==> src/ers_pkg.sv <==
`timescale 1ns / 1ps
package ers_pkg;

  typedef enum logic [0:0] {
    FUNC_SUBMIT   = 1'b0,
    FUNC_COMPLETE = 1'b1
  } func_t;

  typedef enum logic [2:0] {
    ST_GRANTED   = 3'd0,
    ST_QUEUED    = 3'd1,
    ST_REJECTED  = 3'd2,
    ST_IDLE_NONE = 3'd3,
    ST_CPL_IDLE  = 3'd4
  } status_t;

  typedef enum logic [2:0] {
    BK_IDLE,
    BK_SEARCH,
    BK_INS_SHIFT,
    BK_INS_WRITE,
    BK_DEL_SHIFT,
    BK_DEL_READ,
    BK_DEL_WAIT,
    BK_REPORT
  } back_state_t;

endpackage

==> src/ers_front.sv <==
`timescale 1ns / 1ps
// Command front end: capture items into a small queue for the back end.
module ers_front #(
  parameter int SECTOR_BITS = 32,
  parameter int TAG_BITS    = 8
) (
  input  logic                   clk,
  input  logic                   rst,
  input  logic                   start,
  input  logic                   func,
  input  logic [SECTOR_BITS-1:0] sector_address,
  input  logic [TAG_BITS-1:0]    request_tag,
  output logic                   busy,
  output logic                   q_valid,
  output logic                   q_func,
  output logic [SECTOR_BITS-1:0] q_sector,
  output logic [TAG_BITS-1:0]    q_tag,
  input  logic                   q_pop
);

  // Two-entry queue; busy while it holds an item.
  logic [1:0]                   qf;
  logic [SECTOR_BITS-1:0]       qs [2];
  logic [TAG_BITS-1:0]          qt [2];
  logic [1:0]                   count;
  logic                         rd;
  logic                         wr;

  assign wr      = start && !busy;
  assign q_valid = (count != 2'd0);
  assign q_func  = qf[rd];
  assign q_sector = qs[rd];
  assign q_tag   = qt[rd];
  // Combinational; the top level holds off new items until the result.
  assign busy    = (count != 2'd0);

  always_ff @(posedge clk) begin
    if (rst) begin
      count    <= 2'd0;
      rd       <= 1'b0;
    end else begin
      if (wr) begin
        qf[rd ^ count[0]] <= func;
        qs[rd ^ count[0]] <= sector_address;
        qt[rd ^ count[0]] <= request_tag;
      end
      if (q_pop) begin
        rd       <= ~rd;
      end
      count <= count + {1'b0, wr} - {1'b0, q_pop};
    end
  end

endmodule

==> src/ers_back.sv <==
`timescale 1ns / 1ps
// Back end: sorted store walked entry by entry; one item is processed at a time.
module ers_back #(
  parameter int QUEUE_DEPTH = 16,
  parameter int SECTOR_BITS = 32,
  parameter int TAG_BITS    = 8
) (
  input  logic                   clk,
  input  logic                   rst,
  input  logic                   q_valid,
  input  logic                   q_func,
  input  logic [SECTOR_BITS-1:0] q_sector,
  input  logic [TAG_BITS-1:0]    q_tag,
  output logic                   q_pop,
  output logic                   done,
  output logic                   strobe,
  output logic [2:0]             status,
  output logic [TAG_BITS-1:0]    grant_tag,
  output logic [SECTOR_BITS-1:0] grant_sector
);

  localparam int IW = (QUEUE_DEPTH > 1) ? $clog2(QUEUE_DEPTH) : 1;
  localparam int CW = $clog2(QUEUE_DEPTH + 1);

  logic [SECTOR_BITS-1:0] mem_s [QUEUE_DEPTH];
  logic [TAG_BITS-1:0]    mem_t [QUEUE_DEPTH];

  ers_pkg::back_state_t state, state_next;

  logic [CW-1:0]          count;
  logic [IW-1:0]          act;
  logic                   act_valid;
  logic                   up;
  logic                   func_r;
  logic [SECTOR_BITS-1:0] sec_r;
  logic [TAG_BITS-1:0]    tag_r;
  logic [CW-1:0]          ptr;
  logic [SECTOR_BITS-1:0] rd_s;
  logic [TAG_BITS-1:0]    rd_t;
  logic [2:0]             st_r;
  logic                   gr_from_mem;
  logic [IW-1:0]          rd_addr;
  logic                   wen;
  logic [IW-1:0]          wa;
  logic [SECTOR_BITS-1:0] wd_s;
  logic [TAG_BITS-1:0]    wd_t;
  logic [CW-1:0]          act_ext;

  assign act_ext = CW'(act);
  assign q_pop   = (state == ers_pkg::BK_IDLE) && q_valid;

  // Memory: one write, one registered read per cycle.
  always_ff @(posedge clk) begin
    if (wen) begin
      mem_s[wa] <= wd_s;
      mem_t[wa] <= wd_t;
    end
    rd_s <= mem_s[rd_addr];
    rd_t <= mem_t[rd_addr];
  end

  always_ff @(posedge clk) begin
    if (rst) begin
      state <= ers_pkg::BK_IDLE;
    end else begin
      state <= state_next;
    end
  end

  // Read address issued this cycle; data lands in rd_s/rd_t next cycle.
  always_comb begin
    rd_addr = ptr[IW-1:0];
    wen = 1'b0;
    wa = ptr[IW-1:0];
    wd_s = rd_s;
    wd_t = rd_t;
    state_next = state;
    case (state)
      ers_pkg::BK_IDLE: begin
        if (q_valid) state_next = ers_pkg::BK_SEARCH;
      end
      ers_pkg::BK_SEARCH: begin
        state_next = ers_pkg::BK_REPORT;
        if (func_r == ers_pkg::FUNC_SUBMIT) begin
          if (count < CW'(QUEUE_DEPTH)) state_next = ers_pkg::BK_INS_SHIFT;
        end else if (act_valid && count != '0 && act_ext < count) begin
          state_next = ers_pkg::BK_DEL_SHIFT;
        end
      end
      ers_pkg::BK_INS_SHIFT: begin
        // ptr walks down from count; rd_s holds entry ptr-1 once primed.
        rd_addr = IW'(ptr - CW'(1));
        state_next = ers_pkg::BK_INS_WRITE;
      end
      ers_pkg::BK_INS_WRITE: begin
        wa = ptr[IW-1:0];
        wen = 1'b1;
        if (ptr != '0 && rd_s > sec_r) begin
          wd_s = rd_s;
          wd_t = rd_t;
          state_next = ers_pkg::BK_INS_SHIFT;
        end else begin
          wd_s = sec_r;
          wd_t = tag_r;
          state_next = ers_pkg::BK_REPORT;
        end
      end
      ers_pkg::BK_DEL_SHIFT: begin
        rd_addr = IW'(ptr + CW'(1));
        if (ptr + CW'(1) >= count) begin
          state_next = ers_pkg::BK_DEL_READ;
        end else begin
          state_next = ers_pkg::BK_DEL_WAIT;
        end
      end
      ers_pkg::BK_DEL_WAIT: begin
        wen = 1'b1;
        wa = ptr[IW-1:0];
        state_next = ers_pkg::BK_DEL_SHIFT;
      end
      ers_pkg::BK_DEL_READ: begin
        rd_addr = act;
        state_next = ers_pkg::BK_REPORT;
      end
      ers_pkg::BK_REPORT: begin
        state_next = ers_pkg::BK_IDLE;
      end
      default: state_next = ers_pkg::BK_IDLE;
    endcase
  end

  always_ff @(posedge clk) begin
    if (rst) begin
      count     <= '0;
      act       <= '0;
      act_valid <= 1'b0;
      up        <= 1'b1;
      strobe    <= 1'b0;
      done      <= 1'b0;
      gr_from_mem <= 1'b0;
    end else begin
      strobe <= 1'b0;
      done   <= 1'b0;
      case (state)
        ers_pkg::BK_IDLE: begin
          func_r <= q_func;
          sec_r  <= q_sector;
          tag_r  <= q_tag;
        end
        ers_pkg::BK_SEARCH: begin
          gr_from_mem <= 1'b0;
          if (func_r == ers_pkg::FUNC_SUBMIT) begin
            if (count >= CW'(QUEUE_DEPTH)) begin
              st_r <= ers_pkg::ST_REJECTED;
            end else begin
              ptr <= count;
            end
          end else if (act_valid && count != '0 && act_ext < count) begin
            // Apply reversal rule, then shift out the active entry.
            if (up && act_ext == count - CW'(1)) begin
              up <= 1'b0;
            end else if (!up && act == '0) begin
              up <= 1'b1;
            end
            ptr <= act_ext;
          end else begin
            st_r <= ers_pkg::ST_CPL_IDLE;
          end
        end
        ers_pkg::BK_INS_WRITE: begin
          if (ptr != '0 && rd_s > sec_r) begin
            ptr <= ptr - CW'(1);
          end else begin
            count <= count + CW'(1);
            if (count == '0) begin
              act       <= ptr[IW-1:0];
              act_valid <= 1'b1;
              st_r      <= ers_pkg::ST_GRANTED;
              grant_tag    <= tag_r;
              grant_sector <= sec_r;
            end else begin
              if (act_valid && act_ext >= ptr) act <= act + IW'(1);
              st_r <= ers_pkg::ST_QUEUED;
            end
          end
        end
        ers_pkg::BK_DEL_WAIT: begin
          ptr <= ptr + CW'(1);
        end
        ers_pkg::BK_DEL_SHIFT: begin
          if (ptr + CW'(1) >= count) begin
            count <= count - CW'(1);
            if (up) begin
              if (act_ext + CW'(1) < count) begin
                st_r <= ers_pkg::ST_GRANTED;
                gr_from_mem <= 1'b1;
              end else begin
                act_valid <= 1'b0;
                act <= '0;
                st_r <= ers_pkg::ST_IDLE_NONE;
              end
            end else if (act != '0) begin
              act <= act - IW'(1);
              st_r <= ers_pkg::ST_GRANTED;
              gr_from_mem <= 1'b1;
            end else begin
              act_valid <= 1'b0;
              st_r <= ers_pkg::ST_IDLE_NONE;
            end
          end
        end
        ers_pkg::BK_REPORT: begin
          strobe <= 1'b1;
          done   <= 1'b1;
          if (gr_from_mem) begin
            grant_tag    <= rd_t;
            grant_sector <= rd_s;
          end else if (st_r != ers_pkg::ST_GRANTED) begin
            grant_tag    <= '0;
            grant_sector <= '0;
          end
          status <= st_r;
        end
        default: ;
      endcase
    end
  end

endmodule

==> src/elevator_request_scheduler_unit.sv <==
`timescale 1ns / 1ps
// LOOK elevator scheduler for one disk's block requests.
// Command channel: drive func, sector_address and request_tag with start high;
// the item is taken on a rising edge where busy is low. func 0 submits a
// request into a store kept sorted by sector (ties go after equal sectors);
// func 1 retires the active request and grants its neighbour in the sweep
// direction, reversing at either end of the store.
// Result channel: strobe is high for exactly one cycle with status,
// grant_tag and grant_sector; grant fields are zero unless status is granted.
// The receiver cannot stall, so results are never held.
// Processing: a submit walks the store from the top down, a shift and a write
// state per entry moved, until the new item's place is found; a complete
// shifts the entries above the active one down; a reject or a complete while
// idle goes straight to the report. busy stays high until the strobe, so the
// next item is taken only after the result. One item is processed at a time,
// set by the busy hold-off in the top level and the back end's idle state.
// Reset (rst, synchronous): store empty, no active request, sweep up.
module elevator_request_scheduler_unit #(
  parameter int QUEUE_DEPTH = 16,
  parameter int SECTOR_BITS = 32,
  parameter int TAG_BITS    = 8
) (
  input  logic                   clk,
  input  logic                   rst,
  input  logic                   start,
  output logic                   busy,
  input  logic                   func,
  input  logic [SECTOR_BITS-1:0] sector_address,
  input  logic [TAG_BITS-1:0]    request_tag,
  output logic                   strobe,
  output logic [2:0]             status,
  output logic [TAG_BITS-1:0]    grant_tag,
  output logic [SECTOR_BITS-1:0] grant_sector
);

  logic                   q_valid;
  logic                   q_func;
  logic [SECTOR_BITS-1:0] q_sector;
  logic [TAG_BITS-1:0]    q_tag;
  logic                   q_pop;
  logic                   done;
  logic                   front_busy;
  logic                   hold;

  // Hold busy from accept until the result strobe clears the item.
  always_ff @(posedge clk) begin
    if (rst) begin
      hold <= 1'b0;
    end else if (start && !busy) begin
      hold <= 1'b1;
    end else if (done) begin
      hold <= 1'b0;
    end
  end

  assign busy = front_busy || hold;

  ers_front #(.SECTOR_BITS(SECTOR_BITS), .TAG_BITS(TAG_BITS)) u_front (
    .clk, .rst,
    .start(start && !hold),
    .func, .sector_address, .request_tag,
    .busy(front_busy),
    .q_valid, .q_func, .q_sector, .q_tag, .q_pop
  );

  ers_back #(
    .QUEUE_DEPTH(QUEUE_DEPTH), .SECTOR_BITS(SECTOR_BITS), .TAG_BITS(TAG_BITS)
  ) u_back (
    .clk, .rst,
    .q_valid, .q_func, .q_sector, .q_tag, .q_pop,
    .done, .strobe, .status, .grant_tag, .grant_sector
  );

endmodule
==> config.mk <==
export PLATFORM = sky130hd
export DESIGN_NAME = elevator_request_scheduler_unit
export DESIGN_NICKNAME = d
export VERILOG_FILES = /design/src/ers_pkg.sv /design/src/ers_front.sv /design/src/ers_back.sv /design/src/elevator_request_scheduler_unit.sv
export SDC_FILE = /design/constraint.sdc
export NUM_CORES = 1
export LEC_CHECK = 0
export BUFFER_PORTS_ARGS = -buffer_cell sky130_fd_sc_hd__buf_2
export CORE_ASPECT_RATIO = 0.75
export CORE_MARGIN = 2
export CORE_UTILIZATION = 63
export DETAILED_ROUTE_END_ITERATION = 10
export HOLD_SLACK_MARGIN = 0.1
export PLACE_DENSITY = 0.8
export SLEW_MARGIN = 25
export SYNTH_ARGS = -nofsm -noshare
export SYNTH_HDL_FRONTEND = slang
export SYNTH_SLANG_ARGS = --single-unit
==> constraint.sdc <==
create_clock -name clk -period 13.91 [get_ports clk]
set_clock_uncertainty 0.2 [all_clocks]
set_input_delay 2.782 -clock clk [delete_from_list [all_inputs] [get_ports clk]]
set_output_delay 2.782 -clock clk [all_outputs]
set_load 0.005 [all_outputs]
==> results of run 1 <==
[layout make-up]
class                   count  area, sq um
fillers                  3170        15900
well taps                 722          903
clock inverters            45          448
repair buffers            108          643
flip-flops and latches    874        25600
inverters                  54          203
multi-input cells         844         8500
clock buffers             100         2130
diodes                      5         12.5
[where the power goes]
group	internal (W)	leakage (nW)	total, W	switching, W
sequential	0.00347	7.88	0.00362	0.000155
clock	0.00124	1.26	0.00218	0.000940
combinational	0.00121	3.66	0.00290	0.00169
[registers in the layout, summed over array words and instances, names as in the netlist, 4 cells and up]
name,count
u_front.qs,64
u_back.act,4
u_back.ptr,5
u_back.mem_t,128
u_back.grant_sector,32
u_back.sec_r,32
u_back.count,5
u_back.rd_t,8
u_back.tag_r,8
u_back.grant_tag,8
u_back.mem_s,512
u_back.rd_s,32
u_front.qt,16
[routing by layer]
| layer | wire length [um] | vias to the layer above |
|---|---|---|
| li1 | - | 7659 |
| met1 | 31300 | 9338 |
| met2 | 38700 | 1121 |
| met3 | 8620 | 185 |
| met4 | 2380 | 6 |
| met5 | 28 | - |
[kinds of logic (layout without fill, tap and decap cells)]
group | count (synthesis) | after routing
flip-flops | 874 | 874
multiplexers | 248 | 248
AO/OA/AOI/OAI | 233 | 233
buffers and inverters | 146 | 307
AND/OR/NAND/NOR | 282 | 282
other | 0 | 5
XOR/XNOR | 19 | 19
adder cells (fa/ha/maj) | 62 | 62
[per-stage QoR]
step,hold slack (ns),cell area (sq um),power [W],setup WS (ns),instances
3_5_place_dp,0.244,35900,0.00651,8.83,2601
5_1_grt,0.287,38500,0.00905,9.06,2750
2_1_floorplan,0.217,34600,0.00572,3.81,1864
4_1_cts,0.262,38400,0.00869,9.37,2746
6_report,0.260,38500,0.00870,9.17,2752
3_3_place_gp,0.244,35900,0.00640,8.90,2600
[placed cells by master, fill, tap and decap left out, types with 7 or more instances in the layout]
cell type and n:
buf_2 88, dfxtp_1 58, clkbuf_16 80, o21ai_0 61, nor2b_1 7, buf_4 16, clkbuf_1 15, inv_1 53
nand3_1 8, a22oi_1 86, mux2_2 83, ha_1 62, clkinv_2 17, a21oi_1 32, clkinv_1 12, and2_4 12
a31oi_1 8, bufinv_16 8, nand2_1 154, nor3_1 9, nand4_1 7, xnor2_1 14, nor2_1 34, edfxtp_1 814
mux4_2 160
[worst max-delay path by stage]
stage / start / cells after the start / slack, ns / end
after CTS: u_back.ptr[0]$_DFFE_PP_ / 10 / 9.37 / u_back.mem_s[2][0]$_DFFE_PP_
after detailed placement: rst / 3 / 8.83 / u_front.qs[0][4]$_DFFE_PP_
final: u_back.ptr[0]$_DFFE_PP_ / 10 / 9.17 / u_back.mem_s[10][0]$_DFFE_PP_
after global routing: u_back.ptr[0]$_DFFE_PP_ / 10 / 9.06 / u_back.mem_s[13][0]$_DFFE_PP_
after global placement: rst / 3 / 8.90 / u_front.qs[1][25]$_DFFE_PP_
after floorplan: rst / 2 / 3.81 / u_back.grant_sector[0]$_DFFE_PP_
[critical path, stage by stage (launching register included)]
cell and delay [ns]:
edfxtp_1 0.55, inv_1 0.24, ha_1 0.29, nor4b_1 0.77, a21oi_1 0.07, a21boi_1 0.26, nor3_4 0.62, buf_8 0.25
buf_4 0.50, nand2_1 0.10, o21ai_1 0.54
==> results.md, run 1 <==
- GRT Util Overall: 0.292
- Fin. Hold Viols: 0
- Share of layout cells above drive strength 1: 0.250
- Worst Path Max Fanout: 28
- Largest net degree at the start of global routing: 161
- Largest family of logic cells by synthesized area: multiplexers
- Vias: 18,309
- Status: finished, final reports clean
- Sink Count: 874
- Critical Path Start Type: flop
- Library cells used by synthesis: 64
- Overflow after GRT: 0
- EDFF count, synth: 814
- Placeable Area: 54,300 sq um
- GRT met1 Usage: 0.409
- Tcrit/Tclk final: 0.341
- Layout area overhead: 11.1%
- TritonCTS clock tree: built
- Die area: 56,900 sq um
- WP data arrival: 4.82 ns
- Seq/Total Area, Yosys: 0.740
- Iter 0 DRT Violations: 2,421
- Post-Synth Adder-Cell Area: 0.0224
- Antenna Nets Post-Route: 0
- Syn Inst Count: 1,864
- Final min period: 4.74 ns
- Initial antenna violation count: 8
- Wire length per cell: 29.5 um
- Worst R2R End: u_back.mem_s[10][0]$_DFFE_PP_
- Area contributors post-synth: edfxtp_1 71%, mux4_2 10%, dfxtp_1 3.5%
- Number of gates resized after CTS: 0
- Yosys top cell area share: 0.706
- Normalized max-slew margin: 0.298
- Syn Nets: 1,970
- Hold WC Path Type: reg -> reg
- Vias per std cell: 6.65
- Hold Startpoint: u_back.st_r[1]$_DFFE_PP_
- Critical Setup Path Class: reg -> reg
- Syn avg cell area: 18.6 sq um
- Top Ports: 89
- Top FF cell, synth: edfxtp_1
- PortBufs: 88
- Final nets: 2,066
- Most common cell in the synthesized netlist: edfxtp_1
- Post-CTS setup buffer count: 0
- Compound-Gate Fraction of Synth Area: 0.0447
- Top cells by count, synth: 814 x edfxtp_1, 160 x mux4_2, 154 x nand2_1
- CTS buffer count: 78
- Post-Synth XOR/XNOR Area: 0.00480
- DR pass1 iterations: 6
- Maximum clock path buffer count: 3
- Maximum VDD drop: 0.000305 V
- Core Util, Final: 0.708
- Root Buffer: clkbuf_16
- Worst R2R Start: u_back.ptr[0]$_DFFE_PP_
- Skew-Pair Late Insertion Delay: 0.63 ns
- Number of synthesized register bits: 874
- Static leakage: 12.8 nW
- Met2 Use GR: 0.452
- WHS Endpoint: u_back.status[1]$_DFFE_PP_
- CP endpoint kind: flop
- H-tree levels: 3
- Yosys Warn Count: 0
- RSZ-0062 raised after global routing: no
- Routed WL: 81.1 mm
- R2r worst-path depth: 10
- Asr flop ratio synth: 0
- Post-synth top area cell: edfxtp_1
- Number of global-route vias before repair: 18,392
- Worst R2R Setup Slack: 9.17 ns
- Starting Density: 0.637
- Met3 usage: 0.0796
- Hold depth: 0
- GRT Max-Usage Layer: met2
- Clk slew on worst S/H paths: 0.07 ns
- Placer congestion estimate: 0.925
- Mux contribution to synthesized area: 0.132
- Final TNS setup: 0 ns
- Num rows: 74
- CP Data Required Time: 14.00 ns
- Slew Viols, Final: 0
- HPWL Detailed: 41.7 mm
- Die Span X: 275 um
- Cell area power density: 226 nW/um^2
- Worst slew pin tran: 1.05 ns
- First-pass GRT wire length: 119 mm
- Simple-gate share of the synthesized area: 0.0374
- Mapped Area: 34,600 sq um
- Die height: 207 um
- Max Clk Rate: 211 MHz
- Drt drc: 0
- # hold bufs at CTS: 0
- Max-cap violations: 0
- Final Setup Violations: 0
Note: power is estimated with default switching activity, not from simulation.
==> inputs of run 2 (changes only) <==
--- a/config.mk
+++ b/config.mk
@@ -8,10 +8,10 @@
 export BUFFER_PORTS_ARGS = -buffer_cell sky130_fd_sc_hd__buf_2
 export CORE_ASPECT_RATIO = 0.75
 export CORE_MARGIN = 2
-export CORE_UTILIZATION = 63
+export CORE_UTILIZATION = 62
 export DETAILED_ROUTE_END_ITERATION = 10
 export HOLD_SLACK_MARGIN = 0.1
-export PLACE_DENSITY = 0.8
+export PLACE_DENSITY = 0.79
 export SLEW_MARGIN = 25
 export SYNTH_ARGS = -nofsm -noshare
 export SYNTH_HDL_FRONTEND = slang
==> constraint.sdc (replaced) <==
create_clock -name clk -period 4.9 [get_ports clk]
set_clock_uncertainty 0.2 [all_clocks]
set_input_delay 0.98 -clock clk [delete_from_list [all_inputs] [get_ports clk]]
set_output_delay 0.98 -clock clk [all_outputs]
set_load 0.005 [all_outputs]
==> run 2 against run 1 <==
Cell count stayed put. Critical path type unchanged. Largest power group unchanged. Critical endpoint is now u_back.st_r[1]$_DFFE_PP_. Wire length is 0.50% lower. First-iteration DRC count is 12% higher. Core utilization is 0.50 points lower. Register-to-register slack worse by 8.4 ns.
==> results.md, run 2 (synthesis gave the netlist of run 1 again) <==
- Num rows: 74 (unchanged)
- Static leakage: 12.8 nW (about the same)
- GRT Util Overall: 0.282 (was 0.292)
- Maximum clock path buffer count: 3 (unchanged)
- Top Ports: 89 (unchanged)
- Wire length per cell: 29.3 um (was 29.5 um)
- CP endpoint kind: flop (unchanged)
- Normalized max-slew margin: 0.289 (was 0.298)
- Die height: 209 um (was 207 um)
- CP Data Required Time: 4.95 ns (was 14.00 ns)
- DR pass1 iterations: 5 (was 6)
- Cell area power density: 641 nW/um^2 (was 226 nW/um^2)
- Die Span X: 277 um (was 275 um)
- Max Clk Rate: 241 MHz (was 211 MHz)
- TritonCTS clock tree: built (unchanged)
- Share of layout cells above drive strength 1: 0.248 (was 0.250)
- Layout area overhead: 11.3% (was 11.1%)
- Drt drc: 0 (unchanged)
- Finished Cell Area: 38,500 sq um (about the same)
- WP data arrival: 4.19 ns (was 4.82 ns)
- Clk slew on worst S/H paths: 0.06 ns (was 0.07 ns)
- Placed inst area: 35,900 sq um (about the same)
- Status: finished, final reports clean (unchanged)
- # hold bufs at CTS: 0 (unchanged)
- Vias per std cell: 6.65 (about the same)
- Die area: 57,800 sq um (was 56,900 sq um)
- Hold WC Path Type: reg -> reg (unchanged)
- Overflow after GRT: 0 (unchanged)
- Sink Count: 874 (unchanged)
- H-tree levels: 3 (unchanged)
- Number of gates resized after CTS: 0 (unchanged)
- Post-CTS setup buffer count: 0 (unchanged)
- Initial antenna violation count: 2 (was 8)
- PortBufs: 88 (unchanged)
- Largest net degree at the start of global routing: 161 (unchanged)
- Starting Density: 0.632 (was 0.637)
- Maximum VDD drop: 0.000597 V (was 0.000305 V)
- Final nets: 2,070 (was 2,066)
- Final min period: 4.14 ns (was 4.74 ns)
- CTS buffer count: 80 (was 78)
- Min setup slack post-route: 0.757 ns (was 9.17 ns)
- Vias: 18,299 (was 18,309)
- Placeable Area: 54,800 sq um (was 54,300 sq um)
- Core Util, Final: 0.703 (was 0.708)
- Max-cap violations: 0 (unchanged)
- Placer congestion estimate: 0.887 (was 0.925)
- Tcrit/Tclk final: 0.845 (was 0.341)
- Iter 0 DRT Violations: 2,703 (was 2,421)
- Most common cell after layout, fill and taps aside: edfxtp_1 (unchanged)
- HPWL Detailed: 41.0 mm (was 41.7 mm)
- Pre-CTS WS: 0.891 ns (was 8.83 ns)
- Fill count: 3,304 (was 3,170)
- Final Setup Violations: 0 (unchanged)
- RSZ-0062 raised after global routing: no (unchanged)
- Most frequent cells in the layout: 814 x edfxtp_1, 160 x mux4_2, 154 x nand2_1 (unchanged)
- Worst Path Max Fanout: 46 (was 28)
- Worst slew pin tran: 1.07 ns (was 1.05 ns)
- Antenna Nets Post-Route: 0 (unchanged)
- Root Buffer: clkbuf_16 (unchanged)
- Number of global-route vias before repair: 18,344 (was 18,392)
- Critical Setup Path Class: reg -> reg (unchanged)
- Skew-Pair Late Insertion Delay: 0.62 ns (was 0.63 ns)
- First-pass GRT wire length: 118 mm (was 119 mm)
- Max reg flops: 512 (unchanged)
- Ant. Diodes: 0 (was 5)
- Slew Viols, Final: 0 (unchanged)
- Final TNS setup: 0 ns (unchanged)
- Top reg by flops: u_back.mem_s (unchanged)
- Fin. Hold Viols: 0 (unchanged)
- Routed WL: 80.7 mm (was 81.1 mm)
- Critical Path Start Type: flop (unchanged)
run 2: cell types whose count changed in the layout (fill, tap and decap cells not counted), sizes merged:
| cell | previous run | this run |
|---|---|---|
| bufinv | 8 | 4 |
| buf | 108 | 110 |
| clkinv | 30 | 19 |
| diode | 5 | 0 |
| clkinvlp | 4 | 1 |
| clkbuf | 100 | 121 |
run 2: final timing paths:
kind | start | endpoint | slack (ns) | depth (start not counted)
worst min register to register | u_back.st_r[2]$_SDFFCE_PP0P_ | u_back.status[2]$_DFFE_PP_ | 0.27 | 0
worst min-delay path | u_back.st_r[2]$_SDFFCE_PP0P_ | u_back.status[2]$_DFFE_PP_ | 0.27 | 0
worst max-delay path | u_back.sec_r[14]$_DFFE_PP_ | u_back.st_r[1]$_DFFE_PP_ | 0.76 | 10
worst max register to register | u_back.sec_r[14]$_DFFE_PP_ | u_back.st_r[1]$_DFFE_PP_ | 0.76 | 10
run 2: stage by stage:
stage,instances,hold slack [ns],power [W]
floorplan,1864,0.217,0.0162
global route,2752,0.280,0.0257
CTS,2752,0.267,0.0247
detailed placement,2604,0.234,0.0185
finish,2752,0.267,0.0247
global placement,2604,0.242,0.0183
run 2: worst max-delay path, cell delays in order (launching register included):
cell and delay (ns):
edfxtp_1 0.37, inv_1 0.06, ha_1 0.32, nand4_1 0.19, nor4_1 0.67, a21oi_1 0.16
a21boi_1 0.25, nor3_4 0.30, buf_12 0.37, a21oi_1 0.14, a221oi_1 0.74
run 2: cell type report:
cell class,count,area (sq um),share of cell area
clock buffers,121,2340,0.0607
clock inverters,27,260,0.00675
inverters,54,203,0.00526
multi-input cells,844,8520,0.221
flip-flops and latches,874,25600,0.665
well taps,722,903,0.0234
repair buffers,110,668,0.0173
run 2: report_power, final:
group | switching [W] | leakage, nW | internal (W)
Combinational | 0.00480 | 3.68 | 0.00343
Clock | 0.00265 | 1.27 | 0.00353
Sequential | 0.000437 | 7.88 | 0.00984
run 2: per-layer routing:
| metal | global-route usage | routed length, um | vias up |
|---|---|---|---|
| met3 | 0.0520 | 7830 | 151 |
| li1 | - | - | 7660 |
| met5 | 0 | 23 | - |
| met4 | 0.0836 | 2050 | 4 |
| met1 | 0.409 | 31800 | 9340 |
| met2 | 0.447 | 39000 | 1144 |
